[src/hw/rtl/sfpd_pkg.sv]
`default_nettype none

package sfpd_pkg;

    // default frame buffer depth in bytes, start code included
    localparam int DEF_BUFFER_DEPTH = 64;

    // fixed byte codes
    localparam logic [7:0]  FILL_BYTE    = 8'hFF;
    localparam logic [7:0]  DIGIT_ZERO   = 8'h30;
    localparam logic [7:0]  DIGIT_NINE   = 8'h39;
    localparam logic [15:0] DECIMAL_BASE = 16'd10;

    // register reset values
    localparam logic [7:0] RST_FRAME_START = 8'd165;
    localparam logic [7:0] RST_FRAME_END   = 8'd90;
    localparam logic [7:0] RST_SKIP_START  = 8'd101;

    // register indexes on the configuration port
    localparam logic [1:0] REG_FRAME_START = 2'd0;
    localparam logic [1:0] REG_FRAME_END   = 2'd1;
    localparam logic [1:0] REG_SKIP_START  = 2'd2;

    // receive mode
    typedef enum logic [1:0] {
        MODE_IDLE  = 2'd0,
        MODE_FRAME = 2'd1,
        MODE_SKIP  = 2'd2
    } t_rx_mode;

    // configuration seen by the parser
    typedef struct packed {
        logic [7:0] frame_start_code;
        logic [7:0] frame_end_code;
        logic [7:0] skip_start_code;
    } t_cfg;

    // one closed frame
    typedef struct packed {
        logic [7:0]  frame_id;
        logic [15:0] number_value;
        logic        frame_kind;
        logic [5:0]  payload_len;
    } t_result;

endpackage

`default_nettype wire

[src/hw/rtl/sfpd_cfg_regs.sv]
`default_nettype none

module sfpd_cfg_regs
    import sfpd_pkg::*;
(
    input  wire logic        i_clk,
    input  wire logic        i_rst_n,
    input  wire logic        psel,
    input  wire logic        penable,
    input  wire logic        pwrite,
    input  wire logic [3:0]  paddr,
    input  wire logic [31:0] pwdata,
    output logic      [31:0] prdata,
    output logic             pready,
    output t_cfg             o_cfg
);

    logic [7:0] r_frame_start;
    logic [7:0] r_frame_end;
    logic [7:0] r_skip_start;
    logic       wr_en;
    logic [1:0] reg_idx;

    assign pready  = 1'b1;
    assign reg_idx = paddr[3:2];
    assign wr_en   = psel && penable && pwrite;

    // register writes, unknown index ignored
    always_ff @(posedge i_clk) begin
        if (!i_rst_n) begin
            r_frame_start <= RST_FRAME_START;
            r_frame_end   <= RST_FRAME_END;
            r_skip_start  <= RST_SKIP_START;
        end else if (wr_en) begin
            case (reg_idx)
                REG_FRAME_START: r_frame_start <= pwdata[7:0];
                REG_FRAME_END:   r_frame_end   <= pwdata[7:0];
                REG_SKIP_START:  r_skip_start  <= pwdata[7:0];
                default: ;
            endcase
        end
    end

    // read back
    always_comb begin
        case (reg_idx)
            REG_FRAME_START: prdata = {24'd0, r_frame_start};
            REG_FRAME_END:   prdata = {24'd0, r_frame_end};
            REG_SKIP_START:  prdata = {24'd0, r_skip_start};
            default:         prdata = 32'd0;
        endcase
    end

    assign o_cfg.frame_start_code = r_frame_start;
    assign o_cfg.frame_end_code   = r_frame_end;
    assign o_cfg.skip_start_code  = r_skip_start;

endmodule

`default_nettype wire

[src/hw/rtl/sfpd_parser.sv]
`default_nettype none

module sfpd_parser
    import sfpd_pkg::*;
#(
    parameter int BUFFER_DEPTH = DEF_BUFFER_DEPTH
) (
    input  wire logic       i_clk,
    input  wire logic       i_rst_n,
    input  wire logic       i_step,
    input  wire logic [7:0] i_byte,
    input  wire t_cfg       i_cfg,
    output logic            o_res_valid,
    output t_result         o_res
);

    localparam int CNT_W = $clog2(BUFFER_DEPTH);

    t_rx_mode         r_mode, n_mode;
    logic [CNT_W-1:0] r_cnt, n_cnt;
    logic [1:0]       r_ff, n_ff;
    logic [7:0]       r_id, n_id;
    logic [15:0]      r_val, n_val;
    logic [CNT_W-1:0] plen;
    logic [CNT_W+5:0] plen_ext;

    // parser state
    always_ff @(posedge i_clk) begin
        if (!i_rst_n) begin
            r_mode <= MODE_IDLE;
            r_cnt  <= '0;
            r_ff   <= 2'd0;
            r_id   <= 8'd0;
            r_val  <= 16'd0;
        end else begin
            r_mode <= n_mode;
            r_cnt  <= n_cnt;
            r_ff   <= n_ff;
            r_id   <= n_id;
            r_val  <= n_val;
        end
    end

    // payload length, masked to six bits
    assign plen     = r_cnt - CNT_W'(2);
    assign plen_ext = {6'd0, plen};

    // next state and result for one byte
    always_comb begin
        n_mode      = r_mode;
        n_cnt       = r_cnt;
        n_ff        = r_ff;
        n_id        = r_id;
        n_val       = r_val;
        o_res_valid = 1'b0;
        o_res.frame_id     = r_id;
        o_res.number_value = 16'd0;
        o_res.frame_kind   = 1'b0;
        o_res.payload_len  = plen_ext[5:0];
        if (i_step) begin
            if (r_mode == MODE_IDLE && i_byte == i_cfg.skip_start_code) begin
                n_mode = MODE_SKIP;
                n_ff   = 2'd0;
            end else if (r_mode == MODE_SKIP) begin
                // leave after the third fill byte in a row
                if (i_byte == FILL_BYTE) begin
                    if (r_ff == 2'd2) begin
                        n_mode = MODE_IDLE;
                        n_ff   = 2'd0;
                    end else begin
                        n_ff = r_ff + 2'd1;
                    end
                end else begin
                    n_ff = 2'd0;
                end
            end else if (i_byte == FILL_BYTE) begin
                // dropped
            end else if (i_byte == i_cfg.frame_start_code) begin
                n_mode = MODE_FRAME;
                n_cnt  = CNT_W'(1);
                n_id   = 8'd0;
                n_val  = 16'd0;
            end else if (r_mode == MODE_FRAME) begin
                if (i_byte == i_cfg.frame_end_code) begin
                    n_mode = MODE_IDLE;
                    n_cnt  = '0;
                    if (r_cnt >= CNT_W'(2)) begin
                        o_res_valid = 1'b1;
                        if (plen != '0) begin
                            o_res.number_value = r_val;
                            o_res.frame_kind   = 1'b1;
                        end
                    end
                end else if (r_cnt < CNT_W'(BUFFER_DEPTH - 1)) begin
                    if (r_cnt == CNT_W'(1)) begin
                        n_id = i_byte;
                    end else if (i_byte inside {[DIGIT_ZERO:DIGIT_NINE]}) begin
                        n_val = r_val * DECIMAL_BASE + {8'd0, i_byte - DIGIT_ZERO};
                    end
                    n_cnt = r_cnt + CNT_W'(1);
                end else begin
                    // buffer full, frame dropped
                    n_mode = MODE_IDLE;
                    n_cnt  = '0;
                end
            end
        end
    end

endmodule

`default_nettype wire

[src/hw/rtl/serial_frame_parser_decimal.sv]
// Serial frame parser: takes one received byte per transfer and reports each
// closed frame (start code, id, payload, end code) as one result transfer with
// the id, the decimal value of the payload digits, the kind and the payload
// length. Bytes flow through an input register and then a combinational state
// update that loads the result register, so one byte is taken every cycle
// while results are taken; a result is presented from the result register once
// its end code has passed the input register and the state update. The three
// codes are set over the APB port at 0x0, 0x4 and 0x8; the user must see them
// written only while no byte is in flight, as the block does not enforce it.
`default_nettype none

module serial_frame_parser_decimal
    import sfpd_pkg::*;
#(
    parameter int BUFFER_DEPTH = DEF_BUFFER_DEPTH
) (
    input  wire logic        i_clk,
    input  wire logic        i_rst_n,
    input  wire logic        psel,
    input  wire logic        penable,
    input  wire logic        pwrite,
    input  wire logic [3:0]  paddr,
    input  wire logic [31:0] pwdata,
    output logic      [31:0] prdata,
    output logic             pready,
    input  wire logic        i_in_valid,
    output logic             o_in_ready,
    input  wire logic [7:0]  i_rx_byte,
    output logic             o_out_valid,
    input  wire logic        i_out_ready,
    output logic      [7:0]  o_frame_id,
    output logic      [15:0] o_number_value,
    output logic             o_frame_kind,
    output logic      [5:0]  o_payload_len
);

    t_cfg       cfg;
    logic       r_in_valid;
    logic [7:0] r_in_byte;
    logic       r_out_valid;
    t_result    r_out;
    logic       can_push;
    logic       step;
    logic       res_valid;
    t_result    res;

    sfpd_cfg_regs u_cfg_regs (
        .i_clk   (i_clk),
        .i_rst_n (i_rst_n),
        .psel    (psel),
        .penable (penable),
        .pwrite  (pwrite),
        .paddr   (paddr),
        .pwdata  (pwdata),
        .prdata  (prdata),
        .pready  (pready),
        .o_cfg   (cfg)
    );

    // handshake between stages
    assign can_push   = !r_out_valid || i_out_ready;
    assign step       = r_in_valid && can_push;
    assign o_in_ready = !r_in_valid || can_push;

    // input register
    always_ff @(posedge i_clk) begin
        if (!i_rst_n) begin
            r_in_valid <= 1'b0;
        end else if (o_in_ready) begin
            r_in_valid <= i_in_valid;
        end
    end

    always_ff @(posedge i_clk) begin
        if (o_in_ready && i_in_valid) begin
            r_in_byte <= i_rx_byte;
        end
    end

    sfpd_parser #(
        .BUFFER_DEPTH (BUFFER_DEPTH)
    ) u_parser (
        .i_clk       (i_clk),
        .i_rst_n     (i_rst_n),
        .i_step      (step),
        .i_byte      (r_in_byte),
        .i_cfg       (cfg),
        .o_res_valid (res_valid),
        .o_res       (res)
    );

    // result register
    always_ff @(posedge i_clk) begin
        if (!i_rst_n) begin
            r_out_valid <= 1'b0;
        end else if (can_push) begin
            r_out_valid <= step && res_valid;
        end
    end

    always_ff @(posedge i_clk) begin
        if (step && res_valid) begin
            r_out <= res;
        end
    end

    assign o_out_valid    = r_out_valid;
    assign o_frame_id     = r_out.frame_id;
    assign o_number_value = r_out.number_value;
    assign o_frame_kind   = r_out.frame_kind;
    assign o_payload_len  = r_out.payload_len;

endmodule

`default_nettype wire
[config.mk]
export PLATFORM = sky130hd
export DESIGN_NAME = serial_frame_parser_decimal
export DESIGN_NICKNAME = d
export VERILOG_FILES = /design/src/hw/rtl/sfpd_pkg.sv /design/src/hw/rtl/sfpd_cfg_regs.sv /design/src/hw/rtl/sfpd_parser.sv /design/src/hw/rtl/serial_frame_parser_decimal.sv
export SDC_FILE = /design/constraint.sdc
export NUM_CORES = 1
export LEC_CHECK = 0
export ABC_AREA = 1
export BUFFER_PORTS_ARGS = -buffer_cell sky130_fd_sc_hd__buf_2
export CAP_MARGIN = 10
export CORE_MARGIN = 2
export CORE_UTILIZATION = 50
export CTS_BUF_LIST = sky130_fd_sc_hd__clkbuf_8
export DETAILED_ROUTE_END_ITERATION = 8
export PLACE_DENSITY = 0.73
export SETUP_SLACK_MARGIN = 0.5
export SYNTH_ARGS = -nofsm -noshare
export SYNTH_HDL_FRONTEND = slang
export SYNTH_SLANG_ARGS = --single-unit
export TNS_END_PERCENT = 1
[constraint.sdc]
create_clock -name i_clk -period 9.8 [get_ports i_clk]
set_input_delay 0.49 -clock i_clk [delete_from_list [all_inputs] [get_ports i_clk]]
set_output_delay 0.49 -clock i_clk [all_outputs]
set_load 0.05 [all_outputs]
**Word level (Yosys, flattened, before mapping)**

Cells that the tools add are included.
Widths: inputs -> output; s select.

- Register bits after elaboration: 99
- Input bits: 51
- Output and inout bits: 66
- Logic and storage cells: 117

- $add $sub $neg: 5
- Multiply operators: 1
- $lt $le $gt $ge: 4
- Eq/ne operators: 16
- Mux-type cells: 38
- Bitwise gates (word level): 8
- Reductions and logical operators: 30

Operators by type and width:

| operator | count |
|---|---|
| $mux 16 | 6 |
| $mux 8 | 5 |
| $mux 2 | 13 |
| $eq 8x8->1 | 3 |
| $mux 6 | 4 |
| $pmux 8 s3 | 1 |
| $add 16x8->16 | 1 |
| $mul 16x3->15 const B | 1 |
| $reduce_bool 2->1 | 5 |
| $mux 1 | 9 |
| $reduce_and 9->1 | 1 |
| $reduce_or 9->1 | 1 |
| $eq 8x8->1 const B | 1 |
| $ge 8x6->1 const B | 1 |
| $le 8x6->1 const B | 1 |
| $not 1->1 | 8 |
| $reduce_and 2->1 | 4 |
| $reduce_and 8->1 | 1 |
| $reduce_or 8->1 | 1 |
| $sub 8x6->8 const B | 1 |
| $logic_and 1x1->1 | 7 |
| $add 6x1->6 const B | 1 |
| $eq 2x2->1 const B | 3 |
| $eq 6x1->1 const B | 1 |
| other kinds (16) | 22 |

**Depth between registers and ports, before layout**

Gate-level depths: netlist of run 1.

- Word-level depth: 10
- Mapped depth: 17
- Depth with buffers taken out: 17

**Hierarchy**

A second synthesis of run 1 with hierarchy kept.

- Cells, all modules: 803
- Area total of the unflattened synthesis: 6048.3 µm²

Modules (own cells, without submodules):

| module | times used | cells each | area an instance (µm²) | sequential area each (µm²) |
|---|---|---|---|---|
| sfpd_parser | 1 | 548 | 3409.5 | 680.7 |
| sfpd_cfg_regs | 1 | 199 | 1360.1 | 480.5 |
| serial_frame_parser_decimal | 1 | 56 | 1278.7 | 1211.2 |

**Worst setup path before layout of run 1**

OpenSTA, ideal clock, no wires.

- Path kind: register -> register
- Start: reg r_in_byte[2]
- End: reg r_out, in the netlist o_frame_id[0] (enable)
- Setup time: 0.420 ns
- Arrival: 2.748 ns
- Data required time: 9.380 ns
- Setup slack: 6.632 ns
- Cell stages (with the launch flop): 12
- Path buffers: 2
- Clock period less this slack: 3.168 ns
- Cells stage by stage: edfxtp_1 > buf_4 > inv_1 > nand2_1 > nand2_1 > nor2_1 > nand2_1 > nor2_8 > inv_1 > buf_2 > nand3_1 > nor2_1

- Longest elaborated chain between the ends: 9
- Elaborated cells between the ends (all ways): 13
- Classes of those cells: eq/ne: 4; mux: 7; reduce/logical: 2

RTL lines:

| item | RTL line | source |
|---|---|---|
| from (decl) | serial_frame_parser_decimal.sv:39 | `logic [7:0] r_in_byte;` |
| from (signal assigned) | serial_frame_parser_decimal.sv:76 | `r_in_byte <= i_rx_byte;` |
| $eq 8x8->1 | sfpd_parser.sv:84 | `if (i_byte == i_cfg.frame_end_code) begin` |
| $mux 1 | sfpd_parser.sv:84 |  |
| $mux 1 | sfpd_parser.sv:83 | `end else if (r_mode == MODE_FRAME) begin` |
| $mux 1 | sfpd_parser.sv:78 | `end else if (i_byte == i_cfg.frame_start_code) begin` |
| $mux 1 | sfpd_parser.sv:76 | `end else if (i_byte == FILL_BYTE) begin` |
| $mux 1 | sfpd_parser.sv:64 | `end else if (r_mode == MODE_SKIP) begin` |
| $mux 1 * | sfpd_parser.sv:61 | `if (r_mode == MODE_IDLE && i_byte == i_cfg.skip_start_code) begin` |
| $mux 1 * | sfpd_parser.sv:60 | `if (i_step) begin` |
| $logic_and 1x1->1 * | serial_frame_parser_decimal.sv:102 | `if (step && res_valid) begin` |
| to (signal assigned) | serial_frame_parser_decimal.sv:103 | `r_out <= res;` |
| to (decl) | serial_frame_parser_decimal.sv:41 | `t_result r_out;` |

Mark *: on every way between the ends. The rest lies on a longest branch, timed or not.
A chain may end at the register's enable or synchronous reset.

**Worst setup path after layout of run 1**

- Start: reg u_parser.r_val[1]
- End: reg u_parser.r_val[15]

- Longest elaborated chain between the ends: 8

RTL lines:

| item | RTL line | source |
|---|---|---|
| from (decl) | sfpd_parser.sv:23 | `logic [15:0] r_val, n_val;` |
| from (signal assigned) | sfpd_parser.sv:40 | `r_val <= n_val;` |
| $mul 16x3->15 | sfpd_parser.sv:98 | `n_val = r_val * DECIMAL_BASE + {8'd0, i_byte - DIGIT_ZERO};` |
| $add 16x8->16 | sfpd_parser.sv:98 |  |
| $mux 16 | sfpd_parser.sv:97 | `end else if (i_byte inside {[DIGIT_ZERO:DIGIT_NINE]}) begin` |
| $mux 16 | sfpd_parser.sv:95 | `if (r_cnt == CNT_W'(1)) begin` |
| $mux 16 | sfpd_parser.sv:94 | `end else if (r_cnt < CNT_W'(BUFFER_DEPTH - 1)) begin` |
| $mux 16 | sfpd_parser.sv:84 |  |
| $mux 16 | sfpd_parser.sv:83 |  |
| $mux 16 | sfpd_parser.sv:78 |  |

Every way passes these cells. The select of a mux whose other input is x is not followed.

==> metrics.txt, run 1 <==
Distinct cells, synth 41; max-cap viol count 0; Synthesis Warnings 0; placed instance count 955; worst-case headroom to the max-slew limit 32.1%; Via-to-Cell Ratio 5.02; number of nets with antenna violations after detailed routing 0; initial antenna violation count 0; path type of the worst setup path reg2reg; setup repair after global routing missed its margin no; cells taking the most area after synthesis dfxtp_1 20%, edfxtp_1 20%, nand2_1 12%, ha_1 7.6%, inv_1 5.9%; final global-route overflow total 0; final setup violating endpoints 0; final std cell area, no fill 0.00643 sq mm; vias in the first global route 4346; leading cell types by count after synthesis 194 x nand2_1, 93 x inv_1, 72 x nor2_1; cell leakage power 3.00 nW; Top Metal Used met4; # nets final 912; clock transition time at the flip-flop clock pins of the worst setup and hold paths 0.10 ns; DR iter-0 viols 306; quantity of gates resized following cts 0; post-synthesis register bit count 99; number of clock buffers inserted by TritonCTS 9; number of setup buffers added after CTS 0; Layout Utilization 56.0%; Clk Tree Root Cell clkbuf_8; Worst Path Required 10.07 ns; worst setup timing slack at the placement stage 6.61 ns; initial standard-cell utilization of the core 51.6%; post-synthesis sequential area ratio 40.1%; area share of the leading cell type in the synthesized netlist 20.3%; detailed-routing iteration count for the pre-antenna-repair pass 5; syn_area_per_cell 7.76 sq um; hold wc startpoint i_rx_byte[7]; weighted congestion at the end of routability-driven global placement 0.867; number of max-slew violations in the final report 0; TritonCTS clock tree done; outcome finished clean; number of buffers on the longest clock path 2; overall power after layout 0.765 mW; number of enable flip-flop cells after synthesis 39; kind of end point of the critical path flop; Die Outline Area 0.0127 sq mm; Power Density 119 mW/mm^2; cell accounting for the most synthesized area dfxtp_1; fraction of layout cells with a size suffix above 1 14.0%; later-pin clock latency in the skew report 0.36 ns; Critical Path Source u_parser.r_val[1]$_SDFFE_PN0P_; detailed route wirelength on metal2 5310 um; cell area reported after detailed placement 0.00624 sq mm; clock net sink count 99; pin count of the biggest net entering global routing 33; wire length on met1 6170 um; worst min path class in2reg; nature of the critical path startpoint flop; count of pins on the block boundary 117; Critical Path AT 3.46 ns; Placement Rows 39; Total Routing Usage GR 20.1%; half-perimeter wire length of the detailed placement result 9510 um; post-DR wirelength/cell 12.9 um; synthesized netlist cell count 762; quantity of I/O buffers inserted on ports 65; via total after detailed routing 4873; antenna diode count 0; worst-margin pin slew 1.01 ns; summed negative setup slack over all endpoints 0 ns; highest ir drop seen on vdd 0.114 mV; min cycle time layout 3.19 ns; DRC violations left 0; Fin Clk Skew 0.0116 ns; primary flip-flop cell chosen by synthesis mapping dfxtp_1; Async SR Flop Fraction 0%; area inside the core boundary 0.0115 sq mm; most instantiated library cell after synthesis nand2_1; final period utilization 32.6%; Area Growth Syn to Fin 8.63%; horizontal die dimension 113 um; count of placed standard cells in the final layout, fillers left out 971; Netlist Area Pre-Place 0.00592 sq mm; achievable frequency 313 MHz; r2r startpoint u_parser.r_val[1]$_SDFFE_PN0P_; final wirelength 12500 um; hold slack final 0.294 ns; routed wire length on met3 895 um; level count of the clock H-tree 3; worst-case setup margin in the final layout 6.61 ns; Chip Height 113 um; cts hold-fix bufs 0; global-route wire length before repair 20800 um; Final Hold Viols 0; largest fanout of any net on the critical path 5
-- sequential cells by signal (all words and copies together), names as in the netlist, 8 cells and up --
| register | count |
|---|---|
| o_frame_id | 8 |
| o_number_value | 16 |
| r_in_byte | 8 |
| u_cfg_regs.r_frame_end | 8 |
| u_cfg_regs.r_frame_start | 8 |
| u_cfg_regs.r_skip_start | 8 |
| u_parser.r_id | 8 |
| u_parser.r_val | 16 |
-- final timing paths --
kind / end / slack [ns] / depth (start not counted)
max: u_parser.r_val[15]$_SDFFE_PN0P_ / 6.61 / 17
min: r_in_byte[7]$_DFFE_PP_ / 0.29 / 1
max reg2reg: u_parser.r_val[15]$_SDFFE_PN0P_ / 6.61 / 17
min reg2reg: o_frame_id[5]$_DFFE_PP_ / 0.43 / 0
-- cell families after synthesis --
logic type               synth area share [%]
AND/OR/NAND/NOR                          26.2
adder cells (fa/ha/maj)                  8.29
buffers and inverters                    11.0
AO/OA/AOI/OAI                            10.9
flip-flops                               40.1
XOR/XNOR                                 3.41
other                                   0.127
-- final cells by class --
type                    count  area (sq um)
flip-flops and latches     99          2370
fillers                  1075          5040
clock buffers               9           124
multi-input cells         546          2980
repair buffers             66           333
clock inverters             7          60.1
well taps                 143           179
inverters                 101           379
-- critical path: stages, from the launching register on --
cell and delay, ns:
dfxtp_1 0.46, ha_1 0.28, ha_1 0.24, fa_1 0.41, xor2_1 0.17, ha_1 0.35, nand2_1 0.08, nor2_1 0.10
nand2_1 0.05, nand3_1 0.12, nand3_1 0.09, nand2_1 0.10, nand2_1 0.11, nor2_1 0.18, nand2_1 0.08, nand2_1 0.06
nand3_1 0.08, a21oi_1 0.14
-- layer usage --
layer	up-vias	track usage, %
li1	2553	-
met1	2173	30.2
met2	134	30.1
met3	13	3.86
met4	0	4.39
met5	-	0
-- report_power, final --
| group | total (mW) | internal, mW | switching (mW) |
|---|---|---|---|
| combinational | 0.0774 | 0.0177 | 0.0598 |
| clock | 0.251 | 0.116 | 0.136 |
| sequential | 0.436 | 0.429 | 0.00712 |
| total | 0.765 | 0.563 | 0.203 |
-- cells in the final DEF, fill, tap and decap left out, drive strengths merged --
cell | synthesis | routed
a211oi | 1 | 1
a21oi | 48 | 48
a31oi | 6 | 6
buf | 34 | 66
bufinv | 0 | 1
clkbuf | 5 | 9
clkinv | 3 | 6
conb | 2 | 25
dfxtp | 60 | 60
edfxtp | 39 | 39
fa | 2 | 2
ha | 36 | 36
inv | 98 | 101
nand2 | 208 | 208
nand3 | 41 | 41
nand3b | 2 | 2
nand4 | 8 | 8
nor2 | 78 | 78
nor3 | 10 | 10
nor3b | 3 | 3
nor4 | 1 | 1
o211ai | 8 | 8
o21a | 1 | 1
o21ai | 34 | 34
o21bai | 2 | 2
o221ai | 8 | 8
or2 | 1 | 1
xnor2 | 8 | 8
xor2 | 15 | 15
No activity file was read; power rests on OpenSTA's default activity.
==> inputs of run 2 (changes only) <==
Settings changed: ABC_AREA 1 to 0, PLACE_DENSITY 0.73 to 0.77.
Clock period 9.8 ns to 2.7 ns, I/O delays scaled along.
==> run 2 against run 1 <==
  * The flow now finishes with violations (setup timing)
  * Flip-flop and latch count stayed put
  * Via count down 5.4%
  * Critical path depth shrank 5
  * Synthesized cell count shrank 23%
  * Clock skew is 0.0053 ns higher
  * Clock power grew to 3.8 times the previous value
  * Critical path type unchanged
  * Largest cell class unchanged
  * Largest power group unchanged
==> metrics.txt, run 2 <==
final wirelength 13200 um (+5.2%); worst setup timing slack at the placement stage -0.165 ns (-6.77 ns); worst min path class in2reg; family of cells with the greatest summed delay on the critical path adder cells; Worst R2R Path Depth 12 (-5); cells taking the most area after synthesis dfxtp_1 21%, edfxtp_1 20%, ha_1 7.8%, xor2_1 4.4%, mux2i_1 4.3%; flop-to-flop setup slack -0.19 ns (-6.80 ns); biggest cell delay along the critical path 0.47 ns (about the same); violations in the final reports setup timing; clock transition time at the flip-flop clock pins of the worst setup and hold paths 0.09 ns (about the same); met3 routing resource usage after global routing 4.46% (+0.61 points); kind of end point of the critical path flop; Async SR Flop Fraction 0% (unchanged); commonest cells after routing, fill and taps aside 65 x buf_2, 56 x dfxtp_1, 55 x nand2_1, 39 x edfxtp_1, 37 x buf_4; cell leakage power 3.04 nW (+1.4%); post-synthesis register bit count 99 (unchanged); pin count of the biggest net entering global routing 36 (+9.1%); initial standard-cell utilization of the core 51.0% (-0.62 points); # nets final 783 (-14%); Flop pwr share 54.4% (-2.6 points); vias in the first global route 4541 (+4.5%); number of buffers on the longest clock path 2 (unchanged); placed instance count 813 (-15%); crit path max-delay cell type or4b_1; number of nets with antenna violations after detailed routing 0 (unchanged); detailed-routing iteration count for the pre-antenna-repair pass 5 (unchanged); fraction of layout cells with a size suffix above 1 30.8% (+17 points); buffering stage count on the worst path with inverters included 0 (unchanged); outcome complete, but fails checks; Clk Tree Root Cell clkbuf_8; setup repair after global routing missed its margin yes; # fillers 877 (-18%); TritonCTS clock tree done; share of total power consumed by net switching 26.5% (+0.043 points); Chip Height 112 um (-0.99%); most instantiated library cell after synthesis dfxtp_1; Die Outline Area 0.0125 sq mm (-2.0%); hold slack final 0.00770 ns (-0.286 ns); Final Hold Viols 0 (unchanged); Power Density 404 mW/mm^2 (+240%); worst-margin pin slew 1.00 ns (-0.0116 ns); worst reg2reg endpoint u_parser.r_val[14]$_SDFFE_PN0P_; Distinct cells, synth 65 (+59%); cells traversed along the worst timing path ha_4 -> ha_4 -> fa_2 -> xor2_1 -> ha_1 -> or2_4 -> a21oi_4 -> o21ba_4 -> nand2_2 -> nor3_2 -> or4b_1 -> nand3_1; Synthesis Warnings 0 (unchanged); DR iter-0 viols 229 (-25%); final setup violating endpoints 8 (+8); number of max-slew violations in the final report 0 (unchanged); weighted congestion at the end of routability-driven global placement 0.858 (-1.1%); largest fanout of any net on the critical path 3 (-2); met1 track demand over resource in global routing 27.6% (-2.6 points); final global-route overflow total 0 (unchanged); quantity of I/O buffers inserted on ports 65 (unchanged); Netlist Area Pre-Place 0.00579 sq mm (-2.1%); later-pin clock latency in the skew report 0.38 ns (+0.02 ns); path type of the worst setup path reg2reg; synthesized netlist cell count 590 (-23%); Via-to-Cell Ratio 5.48 (+9.1%); level count of the clock H-tree 3 (unchanged); via total after detailed routing 4610 (-5.4%); Placement Rows 39 (unchanged); Fin Clk Skew 0.0170 ns (+0.00533 ns); worst-case headroom to the max-slew limit 33.1% (+0.94 points); total number of cells along the worst setup path 12 (-5); global-route track usage on met2 34.9% (+4.9 points); leading cell type in the layout, fill and taps excluded buf_2; primary flip-flop cell chosen by synthesis mapping dfxtp_1; half-perimeter wire length of the detailed placement result 9640 um (+1.3%); Clk network pwr share 32.9% (about the same); min cycle time layout 2.89 ns (-0.303 ns); Area Growth Syn to Fin 24.3%; horizontal die dimension 112 um (-0.99%); clock net sink count 99 (unchanged); syn_area_per_cell 9.82 sq um (+27%); Total Routing Usage GR 21.1% (+1.1 points); Cell Int Power 2.14 mW (+280%); cell accounting for the most synthesized area dfxtp_1; global-route wire length before repair 21500 um (+3.2%); initial antenna violation count 0 (unchanged); most used routing layer met2; max-cap viol count 0 (unchanged); post-DR wirelength/cell 15.6 um (+21%); leading cell types by count after synthesis 60 x dfxtp_1, 58 x nand2_1, 39 x edfxtp_1; Worst Path Required 3.01 ns (-7.06 ns); area inside the core boundary 0.0114 sq mm (-0.85%); antenna diode count 0 (unchanged); cell mode on critical path ha_4; count of placed standard cells in the final layout, fillers left out 842 (-13%); switching pwr 0.773 mW (+280%); DRC violations left 0 (unchanged); r2r startpoint u_parser.r_val[3]$_SDFFE_PN0P_; capturing instance or port of the critical path u_parser.r_val[14]$_SDFFE_PN0P_; count of pins on the block boundary 117 (unchanged); highest ir drop seen on vdd 0.256 mV (+120%); combinational cell fraction of total power 12.7% (+2.6 points); post-synthesis sequential area ratio 40.9% (+0.84 points); nature of the critical path startpoint flop; area share of the leading cell type in the synthesized netlist 20.7% (+0.43 points); final period utilization 107% (+74 points); number of clock buffers inserted by TritonCTS 9 (unchanged); Critical Path AT 3.21 ns (-0.25 ns); Critical Path Source u_parser.r_val[3]$_SDFFE_PN0P_; achievable frequency 346 MHz (+10%); worst-case setup margin in the final layout -0.191 ns (-6.80 ns); number of enable flip-flop cells after synthesis 39 (unchanged)
run 2: changes by cell type in the layout (fill, tap and decap cells not counted), sizes merged, moves of 26 or more:
cell	change
a21oi	-29
nor2b	+26
nand2	-149
inv	-87
buf	+45
nor2	-60
run 2: worst min path at each step:
stage | to | slack (ns) | start | depth (start not counted)
after floorplan | r_in_byte[0]$_DFFE_PP_ | 0.23 | i_rx_byte[0] | 0
after global placement | r_in_byte[1]$_DFFE_PP_ | 0.31 | i_rx_byte[1] | 1
after detailed placement | r_in_byte[6]$_DFFE_PP_ | 0.31 | i_rx_byte[6] | 1
after CTS | u_cfg_regs.r_skip_start[2]$_SDFFE_PN1P_ | 0.001 | pwdata[2] | 3
after global routing | u_cfg_regs.r_skip_start[2]$_SDFFE_PN1P_ | 0.003 | pwdata[2] | 3
final | u_cfg_regs.r_frame_end[3]$_SDFFE_PN1P_ | 0.008 | pwdata[3] | 3
run 2: final cells by class:
cell class	instances	area [sq um]	area share, %
multi-input cells	449	3560	49.4
flip-flops and latches	99	2380	33.1
repair buffers	122	841	11.7
well taps	143	179	2.48
clock buffers	10	138	1.91
clock inverters	6	56.3	0.782
inverters	13	52.6	0.729
run 2: kinds of logic after synthesis:
group,Yosys count,share of synthesized area (%)
fa+ha+maj,38,8.46
mux,25,4.32
buf+inv,65,6.31
other cells,2,0.130
compound gates,102,12.4
flops,99,40.9
xor+xnor,52,8.18
simple gates,207,19.3
run 2: stage by stage:
stage | utilization (%) | total power, mW | setup TNS (ns) | cell area (sq um)
after floorplan | - | 1.88 | -0.428 | 5940
after global placement | 57.0 | 1.93 | -0.246 | 6490
after detailed placement | 57.0 | 1.93 | -0.801 | 6490
after CTS | 62.1 | 2.90 | -0.641 | 7060
after global routing | 63.4 | 3.01 | -1.75 | 7200
final | 63.4 | 2.91 | -0.874 | 7200
run 2: power by group through the flow:
stage / clock network (mW) / registers [mW] / logic [mW]
CTS: 0.970 / 1.58 / 0.351
global placement: 0 / 1.62 / 0.311
floorplan: 0 / 1.60 / 0.274
detailed placement: 0 / 1.62 / 0.316
finish: 0.957 / 1.59 / 0.370
global route: 1.03 / 1.59 / 0.395
run 2: tightest hold or removal path, cell delays in order:
cell     delay [ns]
buf_2          0.10
nand2_1        0.05
nand3_1        0.06
run 2: repair_timing:
action / CTS / global route
buffers inserted: 2 / 0
pin swaps: 53 / 63
gates resized for setup: 60 / 39
endpoints found under the hold margin: 11 / 0
endpoints found under the setup margin: 80 / 80
hold buffers: 11 / 0
run 2: metal layers:
metal	part of all wire (%)	wire, um
met4	1.8	238
met5	0	0
met3	5.7	755
met2	49	6410
met1	44	5760
